`src/hdl/ffpa_pkg.sv`:
```
package ffpa_pkg;

	// Sizing of the page map
	localparam int POOL_PAGES_MAX = 1024;
	localparam int PAGE_SHIFT     = 12;

	// Field widths
	localparam int CNT_W   = 11;
	localparam int BASE_W  = 20;
	localparam int ADDR_W  = 32;
	localparam int LIMIT_W = 64;

	// Map addressing and page arithmetic widths
	localparam int MAP_AW = (POOL_PAGES_MAX > 1) ? $clog2(POOL_PAGES_MAX) : 1;
	localparam int IDX_W  = $clog2(POOL_PAGES_MAX + 1);
	localparam int CMP_W  = (IDX_W > CNT_W) ? IDX_W : CNT_W;
	localparam int LPG_W  = ADDR_W - PAGE_SHIFT + 1;
	localparam int PN_W   = ((BASE_W > ADDR_W - PAGE_SHIFT) ? BASE_W : ADDR_W - PAGE_SHIFT) + 1;
	localparam int FA_W   = (ADDR_W > BASE_W + PAGE_SHIFT) ? ADDR_W : BASE_W + PAGE_SHIFT;

	// Configuration port
	localparam int CFG_IDX_W  = 2;
	localparam int CFG_DATA_W = 32;

	localparam logic [CFG_IDX_W-1:0] CFG_BASE_FRAME       = 2'd0;
	localparam logic [CFG_IDX_W-1:0] CFG_POOL_PAGES       = 2'd1;
	localparam logic [CFG_IDX_W-1:0] CFG_SINGLE_PAGE_ONLY = 2'd2;

	// Operation codes
	localparam logic FUNC_ALLOC = 1'b0;
	localparam logic FUNC_FREE  = 1'b1;

	localparam logic [CNT_W-1:0]  COUNT_MAX  = '1;
	localparam logic [ADDR_W-1:0] ADDR32_MAX = '1;

endpackage

```
`src/hdl/ffpa_if.sv`:
```
// Request channel: one allocate or free per transaction
interface ffpa_req_if;
	import ffpa_pkg::*;
	logic                valid;
	logic                ready;
	logic                func;
	logic [CNT_W-1:0]    run_pages;
	logic [LIMIT_W-1:0]  addr_limit;
	logic [ADDR_W-1:0]   free_address;

	modport source(output valid, func, run_pages, addr_limit, free_address, input ready);
	modport sink(input valid, func, run_pages, addr_limit, free_address, output ready);
endinterface

// Response channel: one result per request
interface ffpa_rsp_if;
	import ffpa_pkg::*;
	logic               valid;
	logic               ready;
	logic               granted;
	logic [ADDR_W-1:0]  run_address;
	logic [CNT_W-1:0]   pages_in_use;
	logic [CNT_W-1:0]   peak_in_use;

	modport source(output valid, granted, run_address, pages_in_use, peak_in_use, input ready);
	modport sink(input valid, granted, run_address, pages_in_use, peak_in_use, output ready);
endinterface

// Register write channel
interface ffpa_cfg_if;
	import ffpa_pkg::*;
	logic                   valid;
	logic                   ready;
	logic [CFG_IDX_W-1:0]   index;
	logic [CFG_DATA_W-1:0]  data;

	modport source(output valid, index, data, input ready);
	modport sink(input valid, index, data, output ready);
endinterface

```
`src/hdl/first_fit_frame_pool_allocator.sv`:
```
// Allocate: accept, then scan the pages in order through the registered map read,
//   mark the first fitting run's pages, then load the result (failed checks skip
//   straight to the result). Free: clear the run's pages inside the pool, then load
//   the result. One request in flight at a time; the map's single write port and
//   registered read port set the per-page pace.
// Reset clears registers at once; a clearing pass over the whole map then zeroes it,
//   during which no request is taken (register writes are taken throughout).
module first_fit_frame_pool_allocator (
	input  logic        clk,
	input  logic        arst_n,
	ffpa_req_if.sink    req,
	ffpa_rsp_if.source  rsp,
	ffpa_cfg_if.sink    cfg
);
	import ffpa_pkg::*;

	typedef enum logic [2:0] {
		ST_CLEAR,
		ST_IDLE,
		ST_SCAN,
		ST_MARK,
		ST_FREE,
		ST_DONE
	} state_t;

	state_t state_q;

	// configuration
	logic [BASE_W-1:0] base_frame_q;
	logic [CNT_W-1:0]  pool_pages_q;
	logic              single_q;

	// request context
	logic              func_q;
	logic [CNT_W-1:0]  len_q;
	logic [PN_W-1:0]   limit_pg_q;
	logic              granted_q;
	logic [IDX_W-1:0]  first_q;

	// scan pipeline
	logic [IDX_W-1:0]  rd_idx_q;
	logic              chk_vld_s1;
	logic [IDX_W-1:0]  chk_idx_s1;
	logic [IDX_W-1:0]  run_q;

	// map write sequencing
	logic [MAP_AW-1:0] clr_idx_q;
	logic [IDX_W-1:0]  wr_idx_q;
	logic [CNT_W-1:0]  left_q;

	// counters
	logic [CNT_W-1:0]  in_use_q;
	logic [CNT_W-1:0]  peak_q;

	// output register
	logic              rsp_valid_q;
	logic              rsp_granted_q;
	logic [ADDR_W-1:0] rsp_addr_q;
	logic [CNT_W-1:0]  rsp_use_q;
	logic [CNT_W-1:0]  rsp_peak_q;

	// map port
	logic              map_we;
	logic [MAP_AW-1:0] map_waddr;
	logic              map_wdata;
	logic [MAP_AW-1:0] map_raddr;
	logic              map_rdata;

	logic [IDX_W-1:0]  n_pages;
	logic [IDX_W-1:0]  sum_op;
	logic [PN_W-1:0]   page_sum;
	logic [PN_W+PAGE_SHIFT-1:0] byte_addr;

	logic              req_acc;
	logic [ADDR_W-1:0] lim_eff;
	logic [ADDR_W:0]   lim_plus;
	logic              alloc_reject;
	logic [FA_W-1:0]   fa_ext;
	logic [FA_W-1:0]   pool_start;
	logic [FA_W-1:0]   first_pg;
	logic              free_in_pool;

	logic              page_bad;
	logic [IDX_W-1:0]  run_inc;
	logic              run_hit;
	logic              scan_last;
	logic              free_wr;
	logic              rsp_free;

	logic [CNT_W:0]    use_sum;
	logic [CNT_W-1:0]  use_nxt;
	logic [CNT_W-1:0]  peak_nxt;

	// effective pool size, clipped to the map
	assign n_pages = (CMP_W'(pool_pages_q) > CMP_W'(POOL_PAGES_MAX))
		? IDX_W'(POOL_PAGES_MAX) : IDX_W'(pool_pages_q);

	// shared page-number adder: scan check, then result address
	assign sum_op    = (state_q == ST_DONE) ? first_q : chk_idx_s1;
	assign page_sum  = PN_W'(base_frame_q) + PN_W'(sum_op);
	assign byte_addr = {page_sum, {PAGE_SHIFT{1'b0}}};

	// request decode
	assign req_acc  = req.valid && req.ready;
	assign lim_eff  = (|req.addr_limit[LIMIT_W-1:ADDR_W]) ? ADDR32_MAX
		: req.addr_limit[ADDR_W-1:0];
	assign lim_plus = {1'b0, lim_eff} + {{ADDR_W{1'b0}}, 1'b1};
	assign alloc_reject = (n_pages == '0) || (req.run_pages == '0)
		|| (single_q && (req.run_pages > CNT_W'(1)));
	assign fa_ext     = FA_W'(req.free_address);
	assign pool_start = FA_W'({base_frame_q, {PAGE_SHIFT{1'b0}}});
	assign first_pg   = (fa_ext - pool_start) >> PAGE_SHIFT;
	assign free_in_pool = (fa_ext >= pool_start) && (first_pg < FA_W'(n_pages));

	// scan evaluation on the page whose map bit has just been read
	assign page_bad  = map_rdata || (page_sum >= limit_pg_q);
	assign run_inc   = run_q + IDX_W'(1);
	assign run_hit   = !page_bad && (CMP_W'(run_inc) == CMP_W'(len_q));
	assign scan_last = (chk_idx_s1 == n_pages - IDX_W'(1));

	assign free_wr  = (state_q == ST_FREE) && (left_q != '0) && (wr_idx_q < n_pages);
	assign rsp_free = !rsp_valid_q || rsp.ready;

	// map port control
	always_comb begin
		map_raddr = rd_idx_q[MAP_AW-1:0];
		map_we    = (state_q == ST_CLEAR) || (state_q == ST_MARK) || free_wr;
		map_wdata = (state_q == ST_MARK);
		map_waddr = (state_q == ST_CLEAR) ? clr_idx_q : wr_idx_q[MAP_AW-1:0];
	end

	// counter update for the finishing request
	always_comb begin
		use_sum = {1'b0, in_use_q} + {1'b0, len_q};
		if (func_q == FUNC_FREE) begin
			use_nxt = (len_q <= in_use_q) ? in_use_q - len_q : '0;
		end else if (granted_q) begin
			use_nxt = use_sum[CNT_W] ? COUNT_MAX : use_sum[CNT_W-1:0];
		end else begin
			use_nxt = in_use_q;
		end
		peak_nxt = (use_nxt > peak_q) ? use_nxt : peak_q;
	end

	ffpa_ram #(
		.WIDTH (1),
		.DEPTH (POOL_PAGES_MAX)
	) u_map (
		.clk   (clk),
		.we    (map_we),
		.waddr (map_waddr),
		.wdata (map_wdata),
		.raddr (map_raddr),
		.rdata (map_rdata)
	);

	// register writes
	assign cfg.ready = 1'b1;

	always_ff @(posedge clk or negedge arst_n) begin
		if (!arst_n) begin
			base_frame_q <= '0;
			pool_pages_q <= '0;
			single_q     <= 1'b0;
		end else if (cfg.valid) begin
			unique case (cfg.index)
				CFG_BASE_FRAME:       base_frame_q <= cfg.data[BASE_W-1:0];
				CFG_POOL_PAGES:       pool_pages_q <= cfg.data[CNT_W-1:0];
				CFG_SINGLE_PAGE_ONLY: single_q     <= cfg.data[0];
				default: ;
			endcase
		end
	end

	// sequencer and output register
	always_ff @(posedge clk or negedge arst_n) begin
		if (!arst_n) begin
			state_q     <= ST_CLEAR;
			clr_idx_q   <= '0;
			in_use_q    <= '0;
			peak_q      <= '0;
			rsp_valid_q <= 1'b0;
			chk_vld_s1  <= 1'b0;
		end else begin
			// result valid: set on finish, dropped once taken
			if ((state_q == ST_DONE) && rsp_free) begin
				rsp_valid_q <= 1'b1;
			end else if (rsp.ready) begin
				rsp_valid_q <= 1'b0;
			end

			unique case (state_q)
				ST_CLEAR: begin
					clr_idx_q <= clr_idx_q + MAP_AW'(1);
					if (clr_idx_q == MAP_AW'(POOL_PAGES_MAX - 1)) begin
						state_q <= ST_IDLE;
					end
				end

				ST_IDLE: begin
					if (req_acc) begin
						func_q     <= req.func;
						len_q      <= req.run_pages;
						limit_pg_q <= PN_W'(lim_plus[ADDR_W:PAGE_SHIFT]);
						left_q     <= req.run_pages;
						wr_idx_q   <= IDX_W'(first_pg);
						rd_idx_q   <= '0;
						run_q      <= '0;
						chk_vld_s1 <= 1'b0;
						granted_q  <= (req.func == FUNC_FREE);
						first_q    <= '0;
						if (req.func == FUNC_FREE) begin
							state_q <= free_in_pool ? ST_FREE : ST_DONE;
						end else begin
							state_q <= alloc_reject ? ST_DONE : ST_SCAN;
						end
					end
				end

				ST_SCAN: begin
					// issue the next map read; stop the pipe once the scan ends
					chk_vld_s1 <= (rd_idx_q < n_pages)
						&& !(chk_vld_s1 && (run_hit || scan_last));
					chk_idx_s1 <= rd_idx_q;
					if (rd_idx_q < n_pages) begin
						rd_idx_q <= rd_idx_q + IDX_W'(1);
					end
					// judge the page read last cycle
					if (chk_vld_s1) begin
						run_q <= page_bad ? '0 : run_inc;
						if (run_hit) begin
							first_q    <= IDX_W'(CMP_W'(chk_idx_s1) + CMP_W'(1) - CMP_W'(len_q));
							wr_idx_q   <= IDX_W'(CMP_W'(chk_idx_s1) + CMP_W'(1) - CMP_W'(len_q));
							granted_q  <= 1'b1;
							state_q    <= ST_MARK;
						end else if (scan_last) begin
							granted_q  <= 1'b0;
							state_q    <= ST_DONE;
						end
					end
				end

				ST_MARK: begin
					wr_idx_q <= wr_idx_q + IDX_W'(1);
					left_q   <= left_q - CNT_W'(1);
					if (left_q == CNT_W'(1)) begin
						state_q <= ST_DONE;
					end
				end

				ST_FREE: begin
					if (free_wr) begin
						wr_idx_q <= wr_idx_q + IDX_W'(1);
						left_q   <= left_q - CNT_W'(1);
					end else begin
						state_q <= ST_DONE;
					end
				end

				ST_DONE: begin
					if (rsp_free) begin
						rsp_granted_q <= granted_q;
						rsp_addr_q    <= (granted_q && func_q == FUNC_ALLOC)
							? byte_addr[ADDR_W-1:0] : '0;
						rsp_use_q     <= use_nxt;
						rsp_peak_q    <= peak_nxt;
						in_use_q      <= use_nxt;
						peak_q        <= peak_nxt;
						state_q       <= ST_IDLE;
					end
				end

				default: state_q <= ST_IDLE;
			endcase
		end
	end

	assign req.ready        = (state_q == ST_IDLE);
	assign rsp.valid        = rsp_valid_q;
	assign rsp.granted      = rsp_granted_q;
	assign rsp.run_address  = rsp_addr_q;
	assign rsp.pages_in_use = rsp_use_q;
	assign rsp.peak_in_use  = rsp_peak_q;

endmodule

```
`src/hdl/ffpa_ram.sv`:
```
module ffpa_ram #(
	parameter int WIDTH = 1,
	parameter int DEPTH = 1024,
	localparam int AW = (DEPTH > 1) ? $clog2(DEPTH) : 1
) (
	input  logic             clk,
	input  logic             we,
	input  logic [AW-1:0]    waddr,
	input  logic [WIDTH-1:0] wdata,
	input  logic [AW-1:0]    raddr,
	output logic [WIDTH-1:0] rdata
);

	logic [WIDTH-1:0] mem [DEPTH];
	logic [WIDTH-1:0] rdata_q;

	// one write port, one registered read port
	always_ff @(posedge clk) begin
		if (we) begin
			mem[waddr] <= wdata;
		end
		rdata_q <= mem[raddr];
	end

	assign rdata = rdata_q;

endmodule

```
`src/flat_wrapper.sv`:
```
// flat-port wrapper written by rule: the top's interface ports become plain ports
module first_fit_frame_pool_allocator_flat import ffpa_pkg::*;
  (clk, arst_n, req_valid, req_func, req_run_pages, req_addr_limit, req_free_address, req_ready, rsp_valid, rsp_granted, rsp_run_address, rsp_pages_in_use, rsp_peak_in_use, rsp_ready, cfg_valid, cfg_index, cfg_data, cfg_ready);
  ffpa_req_if req_i ();
  ffpa_rsp_if rsp_i ();
  ffpa_cfg_if cfg_i ();
  input  logic clk;
  input  logic arst_n;
  input wire logic [$bits(req_i.valid)-1:0] req_valid;
  input wire logic [$bits(req_i.func)-1:0] req_func;
  input wire logic [$bits(req_i.run_pages)-1:0] req_run_pages;
  input wire logic [$bits(req_i.addr_limit)-1:0] req_addr_limit;
  input wire logic [$bits(req_i.free_address)-1:0] req_free_address;
  output wire logic [$bits(req_i.ready)-1:0] req_ready;
  output wire logic [$bits(rsp_i.valid)-1:0] rsp_valid;
  output wire logic [$bits(rsp_i.granted)-1:0] rsp_granted;
  output wire logic [$bits(rsp_i.run_address)-1:0] rsp_run_address;
  output wire logic [$bits(rsp_i.pages_in_use)-1:0] rsp_pages_in_use;
  output wire logic [$bits(rsp_i.peak_in_use)-1:0] rsp_peak_in_use;
  input wire logic [$bits(rsp_i.ready)-1:0] rsp_ready;
  input wire logic [$bits(cfg_i.valid)-1:0] cfg_valid;
  input wire logic [$bits(cfg_i.index)-1:0] cfg_index;
  input wire logic [$bits(cfg_i.data)-1:0] cfg_data;
  output wire logic [$bits(cfg_i.ready)-1:0] cfg_ready;
  assign req_i.valid = req_valid;
  assign req_i.func = req_func;
  assign req_i.run_pages = req_run_pages;
  assign req_i.addr_limit = req_addr_limit;
  assign req_i.free_address = req_free_address;
  assign req_ready = req_i.ready;
  assign rsp_valid = rsp_i.valid;
  assign rsp_granted = rsp_i.granted;
  assign rsp_run_address = rsp_i.run_address;
  assign rsp_pages_in_use = rsp_i.pages_in_use;
  assign rsp_peak_in_use = rsp_i.peak_in_use;
  assign rsp_i.ready = rsp_ready;
  assign cfg_i.valid = cfg_valid;
  assign cfg_i.index = cfg_index;
  assign cfg_i.data = cfg_data;
  assign cfg_ready = cfg_i.ready;
  first_fit_frame_pool_allocator u_core (.clk(clk), .arst_n(arst_n), .req(req_i), .rsp(rsp_i), .cfg(cfg_i));
endmodule
```
`config.mk`:
```
export PLATFORM = sky130hd
export DESIGN_NAME = first_fit_frame_pool_allocator_flat
export DESIGN_NICKNAME = d
export VERILOG_FILES = /design/src/hdl/ffpa_pkg.sv /design/src/hdl/ffpa_if.sv /design/src/hdl/first_fit_frame_pool_allocator.sv /design/src/hdl/ffpa_ram.sv /design/src/flat_wrapper.sv
export SDC_FILE = /design/constraint.sdc
export NUM_CORES = 2
export LEC_CHECK = 0
export ABC_AREA = 1
export BUFFER_PORTS_ARGS = -buffer_cell sky130_fd_sc_hd__buf_4
export CORE_ASPECT_RATIO = 2
export CORE_MARGIN = 2
export CORE_UTILIZATION = 50
export DETAILED_ROUTE_END_ITERATION = 7
export PLACE_DENSITY_LB_ADDON = 0.08
export SYNTH_ARGS = -nofsm -noshare
export SYNTH_HDL_FRONTEND = slang
export SYNTH_SLANG_ARGS = --single-unit
```
`constraint.sdc`:
```
create_clock -name clk -period 75.4 [get_ports clk]
set_clock_uncertainty 0.1 [all_clocks]
set_input_delay 15.08 -clock clk [delete_from_list [all_inputs] [get_ports clk]]
set_output_delay 15.08 -clock clk [all_outputs]
set_load 0.03 [all_outputs]
```
==> impl_metrics.yaml <==
power:
  power.share.clock: 0.259
  p_sw_frac: 0.393
  power.leakage_nw: 23.5
  ir_drop_mv: 0.0199
  switching_power_uw: 836
  seqPwrFrac: 0.395
  power_density_mw_per_mm2: 31.9
  power.internal_mw: 1.29
  p_comb_frac: 0.346
clocking:
  clock_path_buffers: 3
  cts_tree: "yes"
  numClockSinks: 1237
  postCtsSetupBuffers: 0
  path_clk_slew_ns: 0.07
  holdBufCountCts: 0
  root_buffer: "clkbuf_16"
  htree_levels: 3
  cts_resized: 0
  clkLatencyLatePin_ns: 0.73
  numCtsBuffers: 110
synth:
  synth_flop_cell: "edfxtp_1"
  syn_area_mm2: 0.0612
  syn-instance-count: 6395
  async_reset_ff_frac: 0.0558
  ys.warnings.count: 0
  synth_seq_cells: 1237
  synth.distinct_cells: 65
  synth_edf_count: 1167
  ys_seq_area_frac: 0.601
  syn_area_per_cell_um2: 9.57
grt:
  grt_start_max_net_pins: 288
  grt_pass1_vias: 46000
  antenna_found_initial: 1
  grtUsageTotal: 0.295
  grt_pass1_wl_mm: 276
  grt_overflow: 0
detailed_routing:
  wl_mm: 186
  vias: 46800
  detail_route.wl_per_cell_um: 23.3
  postRouteAntennaNets: 0
  initialDrtViolationCount: 3820
  via_per_inst: 5.86
  drc_errors: 0
  first_pass_iters: 5
critical_path:
  critPathArrivalTime_ns: 18.78
  cp-end-kind: "flop"
  path_max_fanout: 4
  path_class: "primary input to flop"
  startpoint_type: "primary input"
  worstPathRequired_ns: 75.91
timing:
  slew_headroom: 0.193
  rsz0062_at_grt: "no"
  setup_viol: 0
  worstMarginPinSlew_ns: 1.21
  fin_tns_setup_ns: 0
  finalCriticalPeriod_ns: 18.27
  finalCritPeriodShare: 0.242
  hold_violations: 0
  slew_viol_final: 0
  fmax_mhz: 54.7
cells_and_area:
  synthToLayoutAreaGrowth_pct: 8.96
  layout.cells.non_filler: 7983
  final_cell_mix: "1,871 x nor2_1, 1,167 x edfxtp_1, 697 x nand2_1, 620 x o21ai_0, 357 x inv_1"
  drive_above_1_share: 0.0834
  fillers: 11000
  final_common_cell: "nor2_1"
  final_nets: 6625
floorplan:
  die_h_um: 499
  die_area_mm2: 0.125
  core_mm2: 0.122
  fp-row-count: 181
  io-pin-count: 205
  initial_core_util: 0.503
  fp.dieW_um: 251
placed_design:
  hpwl_mm: 110
  dp_cells: 7775
  globalplace.congestion: 0.948
  numPortBuffers: 179
outcome:
  status: "finished clean"
flow_run:
  drv_cap: 0
hold_path:
  holdCritPathClass: "flop to flop"
-- Yosys cell counts, types with 106 or more instances --
| cell | number | area, µm² |
|---|---|---|
| nand2_1 | 713 | 2680 |
| inv_1 | 359 | 1350 |
| buf_2 | 172 | 861 |
| o211ai_1 | 113 | 848 |
| clkbuf_1 | 225 | 845 |
| nor2_1 | 1875 | 7040 |
| o21ai_0 | 620 | 3100 |
| nand3_1 | 265 | 1330 |
| ha_1 | 141 | 1760 |
| a21oi_1 | 157 | 786 |
| o22ai_1 | 106 | 663 |
| edfxtp_1 | 1167 | 35000 |
-- logic make-up (layout without fill, tap and decap cells) --
| logic type | count (synthesis) | after routing | synth area share |
|---|---|---|---|
| other | 2 | 14 | 0.000123 |
| DFF | 1237 | 1237 | 0.601 |
| xor gates and xnor gates | 76 | 76 | 0.0111 |
| AOI/OAI and AO/OA | 1099 | 1099 | 0.102 |
| and+or+nand+nor | 3015 | 3015 | 0.198 |
| buffers and inverters | 820 | 841 | 0.0568 |
| adders and majority gates | 146 | 146 | 0.0305 |
-- routing by layer --
metal	track usage	vias to the layer above	wire length, µm	part of all wire
met5	0	-	0	0
met4	0.194	0	13800	0.074
met3	0.0372	563	10200	0.055
met2	0.540	1695	97600	0.52
met1	0.316	23000	64700	0.35
li1	-	21600	-	-
-- flip-flops by register name, indices dropped and copies added (netlist names), 10 cells and up --
name and count:
u_core.base_frame_q 20, u_core.chk_idx_s1 11, u_core.clr_idx_q 10, u_core.first_q 11, u_core.in_use_q 11, u_core.left_q 11, u_core.len_q 11, u_core.limit_pg_q 21
u_core.peak_q 11, u_core.pool_pages_q 11, u_core.rd_idx_q 11, u_core.rsp.pages_in_use 11, u_core.rsp.peak_in_use 11, u_core.rsp.run_address 20, u_core.run_q 11, u_core.u_map.mem 1024
u_core.wr_idx_q 11
-- cell type report --
cell class | instances | area [µm²] | share of cell area
multi-input cells | 4349 | 21000 | 0.316
inverters | 379 | 1440 | 0.0216
clock buffers | 134 | 2910 | 0.0436
repair buffers | 255 | 1980 | 0.0297
clock inverters | 73 | 554 | 0.00832
diodes | 1 | 2.50 | 0.0000375
flip-flops and latches | 1237 | 36800 | 0.552
well taps | 1555 | 1950 | 0.0292
-- power groups by stage --
stage / registers [mW] / clock network, mW / logic (mW)
after floorplan: 0.904 / 0 / 0.481
after global placement: 0.854 / 0 / 0.724
after detailed placement: 0.854 / 0 / 0.732
after CTS: 0.840 / 0.556 / 0.735
after global routing: 0.843 / 0.579 / 0.808
final: 0.840 / 0.550 / 0.736
-- worst max-delay path, stage by stage --
cell	delay, ns
buf_4	0.11
inv_1	0.06
ha_1	0.16
inv_1	0.09
fa_1	0.44
nand2_1	0.08
nor2_1	0.04
nor2_1	0.28
o21ai_0	0.21
nand2_1	0.10
nand2_1	0.09
xor2_1	0.39
ha_1	0.31
a21boi_0	0.18
a21oi_1	0.43
nand4_1	0.46
nand4_1	0.20
nand2_1	0.06
-- through the flow --
step	utilization	power (mW)	setup WS [ns]	cell area (µm²)	hold slack, ns
final	0.548	2.13	57.13	66700	0.398
after global routing	0.548	2.23	57.04	66700	0.413
after CTS	0.548	2.13	57.25	66700	0.401
after detailed placement	0.520	1.59	56.46	63200	0.387
after global placement	0.520	1.58	56.50	63200	0.375
after floorplan	-	1.39	28.91	61200	0.353
-- final timing paths --
kind	startpoint	end	slack [ns]	depth (start not counted)
max	req_free_address[12]	u_core.state_q[0]$_DFFE_PN0P_	57.13	18
max in group asynchronous	arst_n	u_core.in_use_q[6]$_DFFE_PN0P_	59.92	2
max reg2reg	u_core.state_q[2]$_DFFE_PN0P_	u_core.wr_idx_q[1]$_DFFE_PP_	68.54	32
min reg2reg	u_core.peak_q[1]$_DFFE_PN0P_	u_core.peak_q[1]$_DFFE_PN0P_	0.40	2
min in group asynchronous	arst_n	u_core.base_frame_q[15]$_DFFE_PN0P_	14.14	1
min	u_core.peak_q[1]$_DFFE_PN0P_	u_core.peak_q[1]$_DFFE_PN0P_	0.40	2
No activity file was read; power rests on OpenSTA's default activity.
